## src/rtl/mlfd_pkg.sv

```systemverilog
// Package for the marker/length/stop-marker deframer: widths, codes and helpers.
package mlfd_pkg;

    localparam int MARKER_LEN_DEF = 2;
    localparam int MARKER_LEN_MAX = 4;
    localparam int BYTE_W         = 8;
    localparam int MARKER_W       = BYTE_W * MARKER_LEN_MAX;
    localparam int EVENT_W        = 3;
    localparam int CFG_INDEX_W    = 2;

    typedef enum logic [EVENT_W-1:0] {
        EV_CONSUMED   = 3'd0,
        EV_PAYLOAD    = 3'd1,
        EV_COMPLETE   = 3'd2,
        EV_START_MISS = 3'd3,
        EV_STOP_MISS  = 3'd4
    } event_t;

    typedef enum logic [CFG_INDEX_W-1:0] {
        REG_START_MARKER = 2'd0,
        REG_STOP_MARKER  = 2'd1
    } reg_index_t;

    // Byte pos of a marker word, byte 0 in the low bits.
    function automatic logic [BYTE_W-1:0] marker_byte(input logic [MARKER_W-1:0] marker,
                                                      input logic [1:0] pos);
        marker_byte = marker[BYTE_W*pos +: BYTE_W];
    endfunction

endpackage

```

## src/rtl/marker_length_frame_deframer.sv

```systemverilog
// Top level of the start-marker / length / stop-marker serial deframer.
//
// Usage:
//   Input channel (in_valid, in_stall, rx_byte) takes one received byte per
//   transaction. Output channel (out_valid, out_stall, event_res, payload_byte,
//   payload_index, frame_length) returns exactly one result per input byte:
//   consumed, payload byte with its index, frame complete with its length,
//   or a start/stop marker mismatch. Software treats a frame as good only
//   once the frame-complete event arrives.
//   Config channel (cfg_valid, cfg_ready, cfg_index, cfg_data) writes the
//   start marker (index 0) and stop marker (index 1); other indexes are
//   dropped. cfg_ready is always high.
// Timing:
//   A byte's result is registered and shows in the cycle after the byte is accepted.
//   Throughput is one byte per cycle while out_stall is low, set by the single result
//   register; the frame state updates in the same cycle the byte is taken.
// Reset:
//   Markers and frame state clear to zero and the result register empties.
// Stall:
//   While a result waits under out_stall, in_stall is raised; a new byte is
//   taken in the same cycle the pending result is taken.
module marker_length_frame_deframer #(
    parameter int MARKER_LEN = mlfd_pkg::MARKER_LEN_DEF
) (
    input  logic                               clk,
    input  logic                               rst_n,
    // input channel
    input  logic                               in_valid,
    output logic                               in_stall,
    input  logic [mlfd_pkg::BYTE_W-1:0]        rx_byte,
    // output channel
    output logic                               out_valid,
    input  logic                               out_stall,
    output logic [mlfd_pkg::EVENT_W-1:0]       event_res,
    output logic [mlfd_pkg::BYTE_W-1:0]        payload_byte,
    output logic [mlfd_pkg::BYTE_W-1:0]        payload_index,
    output logic [mlfd_pkg::BYTE_W-1:0]        frame_length,
    // config channel
    input  logic                               cfg_valid,
    output logic                               cfg_ready,
    input  logic [mlfd_pkg::CFG_INDEX_W-1:0]   cfg_index,
    input  logic [mlfd_pkg::MARKER_W-1:0]      cfg_data
);

    localparam int CNT_W = $clog2(MARKER_LEN + 1);
    localparam logic [CNT_W-1:0] CNT_FULL = CNT_W'(MARKER_LEN);

    logic [mlfd_pkg::MARKER_W-1:0] start_marker_reg;
    logic [mlfd_pkg::MARKER_W-1:0] stop_marker_reg;

    logic [CNT_W-1:0]              start_cnt_reg,  start_cnt_next;
    logic [CNT_W-1:0]              stop_cnt_reg,   stop_cnt_next;
    logic [mlfd_pkg::BYTE_W-1:0]   length_reg,     length_next;
    logic [mlfd_pkg::BYTE_W-1:0]   pay_cnt_reg,    pay_cnt_next;

    logic                          out_valid_reg;
    mlfd_pkg::event_t              event_reg,      event_next;
    logic [mlfd_pkg::BYTE_W-1:0]   pbyte_reg,      pbyte_next;
    logic [mlfd_pkg::BYTE_W-1:0]   pidx_reg,       pidx_next;
    logic [mlfd_pkg::BYTE_W-1:0]   flen_reg,       flen_next;

    logic [1:0]                    start_pos;
    logic [1:0]                    stop_pos;
    logic                          in_accept;
    logic                          out_accept;

    assign in_stall   = out_valid_reg && out_stall;
    assign in_accept  = in_valid && !in_stall;
    assign out_accept = out_valid_reg && !out_stall;
    assign cfg_ready  = 1'b1;

    assign start_pos = 2'(start_cnt_reg);
    assign stop_pos  = 2'(stop_cnt_reg);

    always_comb
    begin
        start_cnt_next = start_cnt_reg;
        stop_cnt_next  = stop_cnt_reg;
        length_next    = length_reg;
        pay_cnt_next   = pay_cnt_reg;
        event_next     = mlfd_pkg::EV_CONSUMED;
        pbyte_next     = '0;
        pidx_next      = '0;
        flen_next      = '0;

        if (start_cnt_reg < CNT_FULL)
        begin
            if (mlfd_pkg::marker_byte(start_marker_reg, start_pos) == rx_byte)
            begin
                start_cnt_next = start_cnt_reg + 1'b1;
            end
            else
            begin
                start_cnt_next = '0;
                stop_cnt_next  = '0;
                length_next    = '0;
                pay_cnt_next   = '0;
                event_next     = mlfd_pkg::EV_START_MISS;
            end
        end
        else if (length_reg == '0)
        begin
            // a zero length byte leaves us still waiting for a length
            length_next = rx_byte;
        end
        else if (length_reg > pay_cnt_reg)
        begin
            event_next   = mlfd_pkg::EV_PAYLOAD;
            pbyte_next   = rx_byte;
            pidx_next    = pay_cnt_reg;
            pay_cnt_next = pay_cnt_reg + 1'b1;
        end
        else if (stop_cnt_reg < CNT_FULL)
        begin
            if (mlfd_pkg::marker_byte(stop_marker_reg, stop_pos) == rx_byte)
            begin
                if (stop_cnt_reg + 1'b1 == CNT_FULL)
                begin
                    event_next     = mlfd_pkg::EV_COMPLETE;
                    flen_next      = length_reg;
                    start_cnt_next = '0;
                    stop_cnt_next  = '0;
                    length_next    = '0;
                    pay_cnt_next   = '0;
                end
                else
                begin
                    stop_cnt_next = stop_cnt_reg + 1'b1;
                end
            end
            else
            begin
                start_cnt_next = '0;
                stop_cnt_next  = '0;
                length_next    = '0;
                pay_cnt_next   = '0;
                event_next     = mlfd_pkg::EV_STOP_MISS;
            end
        end
        else
        begin
            start_cnt_next = '0;
            stop_cnt_next  = '0;
            length_next    = '0;
            pay_cnt_next   = '0;
        end
    end

    always_ff @(posedge clk or negedge rst_n)
    begin
        if (!rst_n)
        begin
            start_marker_reg <= '0;
            stop_marker_reg  <= '0;
        end
        else if (cfg_valid && cfg_ready)
        begin
            case (cfg_index)
                mlfd_pkg::REG_START_MARKER: start_marker_reg <= cfg_data;
                mlfd_pkg::REG_STOP_MARKER:  stop_marker_reg  <= cfg_data;
                default: ;
            endcase
        end
    end

    always_ff @(posedge clk or negedge rst_n)
    begin
        if (!rst_n)
        begin
            start_cnt_reg <= '0;
            stop_cnt_reg  <= '0;
            length_reg    <= '0;
            pay_cnt_reg   <= '0;
            out_valid_reg <= 1'b0;
        end
        else
        begin
            if (in_accept)
            begin
                start_cnt_reg <= start_cnt_next;
                stop_cnt_reg  <= stop_cnt_next;
                length_reg    <= length_next;
                pay_cnt_reg   <= pay_cnt_next;
                out_valid_reg <= 1'b1;
            end
            else if (out_accept)
            begin
                out_valid_reg <= 1'b0;
            end
        end
    end

    // result payload, loaded with each accepted byte
    always_ff @(posedge clk)
    begin
        if (in_accept)
        begin
            event_reg <= event_next;
            pbyte_reg <= pbyte_next;
            pidx_reg  <= pidx_next;
            flen_reg  <= flen_next;
        end
    end

    assign out_valid     = out_valid_reg;
    assign event_res     = event_reg;
    assign payload_byte  = pbyte_reg;
    assign payload_index = pidx_reg;
    assign frame_length  = flen_reg;

endmodule

```

## config.mk

```make
export PLATFORM = sky130hd
export DESIGN_NAME = marker_length_frame_deframer
export DESIGN_NICKNAME = d
export VERILOG_FILES = /design/src/rtl/mlfd_pkg.sv /design/src/rtl/marker_length_frame_deframer.sv
export SDC_FILE = /design/constraint.sdc
export NUM_CORES = 1
export LEC_CHECK = 0
export BUFFER_PORTS_ARGS = -buffer_cell sky130_fd_sc_hd__buf_2
export CAP_MARGIN = 25
export CORE_MARGIN = 4
export CORE_UTILIZATION = 57
export CTS_CLUSTER_DIAMETER = 120
export DETAILED_ROUTE_END_ITERATION = 10
export GPL_TIMING_DRIVEN = 0
export PLACE_DENSITY = 0.8
export SLEW_MARGIN = 20
export SYNTH_ARGS = -nofsm -noshare
export SYNTH_HDL_FRONTEND = slang
export SYNTH_SLANG_ARGS = --single-unit
```

## constraint.sdc

```tcl
create_clock -name clk -period 2.9 [get_ports clk]
set_clock_uncertainty 0.15 [all_clocks]
set_input_delay 0.435 -clock clk [delete_from_list [all_inputs] [get_ports clk]]
set_output_delay 0.435 -clock clk [all_outputs]
set_load 0.03 [all_outputs]
```

==> flow_metrics.py <==
metrics = {
    "yosys": {
        "netlist.area_leader.share": 0.398,
        "syn_inst": 407,
        "synth_seq_cells": 112,
        "synth_edf_count": 27,
        "ys_seq_area_frac": 0.550,
        "syn-cell-area_um2": 5340,
        "yosysTopAreaCell": "dfrtp_1",
        "synth_cell_types": 50,
        "synthTopCellsByArea": "dfrtp_1, edfxtp_1, mux2_2, and2_1, mux4_2",
        "yosys_warnings": 0,
        "async_flop_share": 0.759,
        "ys.flop_type": "dfrtp_1",
        "syn_avg_cell_area_um2": 13.1,
        "syn-num-nets": 463,
    },
    "route": {
        "antenna_left": 0,
        "wl_um": 11300,
        "route.detailed.drc": 0,
        "vias_per_cell": 5.69,
        "wire_per_inst_um": 18.4,
        "first_pass_iters": 4,
        "dr.first_iter.drc_count": 164,
        "num_vias": 3485,
    },
    "power": {
        "sw_frac_of_total": 0.259,
        "powerDensity_nw_per_um2": 552,
        "pwr-share-comb": 0.161,
        "seqPwrFrac": 0.556,
        "peakVddDrop_mv": 0.426,
        "p_leak_nw": 2.56,
        "p_sw_w": 0.000885,
        "internal_power_w": 0.00253,
        "power_frac_clock": 0.283,
    },
    "clocking": {
        "numCtsBuffers": 9,
        "clkTransAtPathRegs_ps": 100,
        "cts_root_buf": "clkbuf_8",
        "clk_latency_ps": 370,
        "cts_tree": "done",
        "h-tree-depth": 3,
        "clockBufferDepth": 2,
        "clock_sinks": 112,
    },
    "global_route": {
        "antenna_found_initial": 0,
        "first_global_vias": 3631,
        "grt_start_max_net_pins": 49,
        "groute.usage.overall": 0.215,
        "gr-total-overflow": 0,
        "grt_pass1_wl_um": 18500,
    },
    "setup_path": {
        "cp-start-kind": "register",
        "critical_path_arrival_ps": 2840,
        "critPathMaxFanout": 10,
        "end_kind": "register",
        "critPathKind": "reg2reg",
        "cp.required_ps": 3000,
    },
    "place": {
        "place.gp.congestion": 0.917,
        "dp_hpwl_um": 8360,
        "post-place-ws_ps": -90.7,
        "dp_cells": 594,
        "numPortBuffers": 75,
        "dpl_cell_area_um2": 5890,
    },
    "cells_and_area": {
        "fillers": 666,
        "diodes": 0,
        "multi_input_area_um2": 2260,
        "area_growth_pct": 15.6,
        "layout_commonest_cell": "dfrtp_1",
        "layoutNonFillerInstCount": 613,
        "seqCellArea_um2": 2940,
        "layout_common_cells": "dfrtp_1, buf_2, mux2_2, edfxtp_1, and2_1",
        "drive_gt1_frac": 0.367,
        "nets": 553,
        "final_area_um2": 6170,
    },
    "floorplan": {
        "rows": 35,
        "fp.dieW_um": 105,
        "ioPinCount": 77,
        "core_area_um2": 9200,
        "initial_core_util": 0.581,
        "fp.dieArea_um2": 11000,
        "die_h_um": 105,
    },
    "sta": {
        "setup_tns_ps": 0,
        "fmax_mhz": 365,
        "setup_viol": 0,
        "slew_violations": 0,
        "worst_slack_ps": 157,
        "finalHoldViolations": 0,
        "post-route-period-util": 0.946,
        "slew_headroom": 0.413,
        "min_period_ps": 2740,
        "worstMarginPinSlew_ps": 879,
        "rsz0062_at_grt": "false",
    },
    "run_status": {
        "status": "complete, no violations",
    },
    "flow_run": {
        "maxCapViolCount": 0,
    },
    "min_path": {
        "hold_class": "in2reg",
    },
}
==> cell families after synthesis <==
group | after synthesis | share of synthesized area
XOR/XNOR | 19 | 0.0312
flip-flops | 112 | 0.550
AND/OR/NAND/NOR | 99 | 0.108
other | 1 | 0.000702
adder cells (fa/ha/maj) | 9 | 0.0211
buffers and inverters | 39 | 0.0328
AO/OA/AOI/OAI | 42 | 0.0534
multiplexers | 86 | 0.202
==> power groups by stage <==
stage	clock network [W]	registers, W	logic (W)
floorplan	0	0.00192	0.000351
global placement	0	0.00191	0.000515
detailed placement	0	0.00193	0.000541
CTS	0.000983	0.00189	0.000545
global route	0.00104	0.00191	0.000597
finish	0.000967	0.00190	0.000548
==> final timing paths <==
path	to	slack (ps)	start	cells past startpoint
setup / recovery	length_reg[2]	160	start_cnt_reg[0]	8
hold / removal	out_valid	130	in_valid	2
setup reg to reg	length_reg[2]	160	start_cnt_reg[0]	8
hold reg to reg	stop_marker_reg[26]	370	stop_marker_reg[26]	1
max in group asynchronous	start_cnt_reg[0]	1560	rst_n	3
min in group asynchronous	start_marker_reg[19]	420	rst_n	2
==> metrics by stage <==
step	hold WS [ps]	utilization	total power [W]
global placement	331	0.637	0.00242
finish	131	0.671	0.00341
CTS	115	0.666	0.00342
global route	128	0.671	0.00355
detailed placement	299	0.640	0.00247
floorplan	-10.6	-	0.00227
==> final cells by class <==
cell class,instances,area share
sequential,112,0.476
inverter,22,0.0134
timing repair buffer,80,0.0722
clock buffer,12,0.0304
buffer,16,0.0146
clock inverter,4,0.00507
multi-input combinational,256,0.366
tap,111,0.0225
==> metal layers <==
layer / part of all wire / GRT usage
met1: 0.43 / 0.276
met2: 0.51 / 0.372
met3: 0.041 / 0.0321
met4: 0.020 / 0.0750
met5: 0 / 0
==> cell usage after synthesis, types with 3 or more instances <==
cell type and count:
a21o_1 3, a21oi_1 9, and2_1 24, buf_2 3, clkbuf_1 8, dfrtp_1 85
edfxtp_1 27, ha_1 9, inv_1 22, mux2_2 64, mux2i_1 12, mux4_1 4
mux4_2 6, nand2_1 22, nand2b_1 5, nand3_1 6, nand4_1 3, nor2_1 9
nor2b_1 3, nor3_1 11, o211ai_1 3, o21ai_0 9, o2bb2ai_1 7, xnor2_1 14
xor2_1 5
==> worst max-delay path: stages (launching register included) <==
cell      delay, ps
dfrtp_2         440
clkbuf_8        210
mux4_1          620
xnor2_1         160
nand4_1         150
nor4_4           70
or3_2           450
a31oi_4         250
o21ai_0         120
==> what timing repair did <==
action | 4_1_cts | 5_1_grt
cloned | 0 | 0
hold buffers | 1 | 0
setup buffers | 0 | 2
pin swaps | 0 | 1
gates resized for setup | 1 | 7
hold endpoints to repair | 37 | 0
setup endpoints to repair | 10 | 33
No activity file was read; power rests on OpenSTA's default activity.
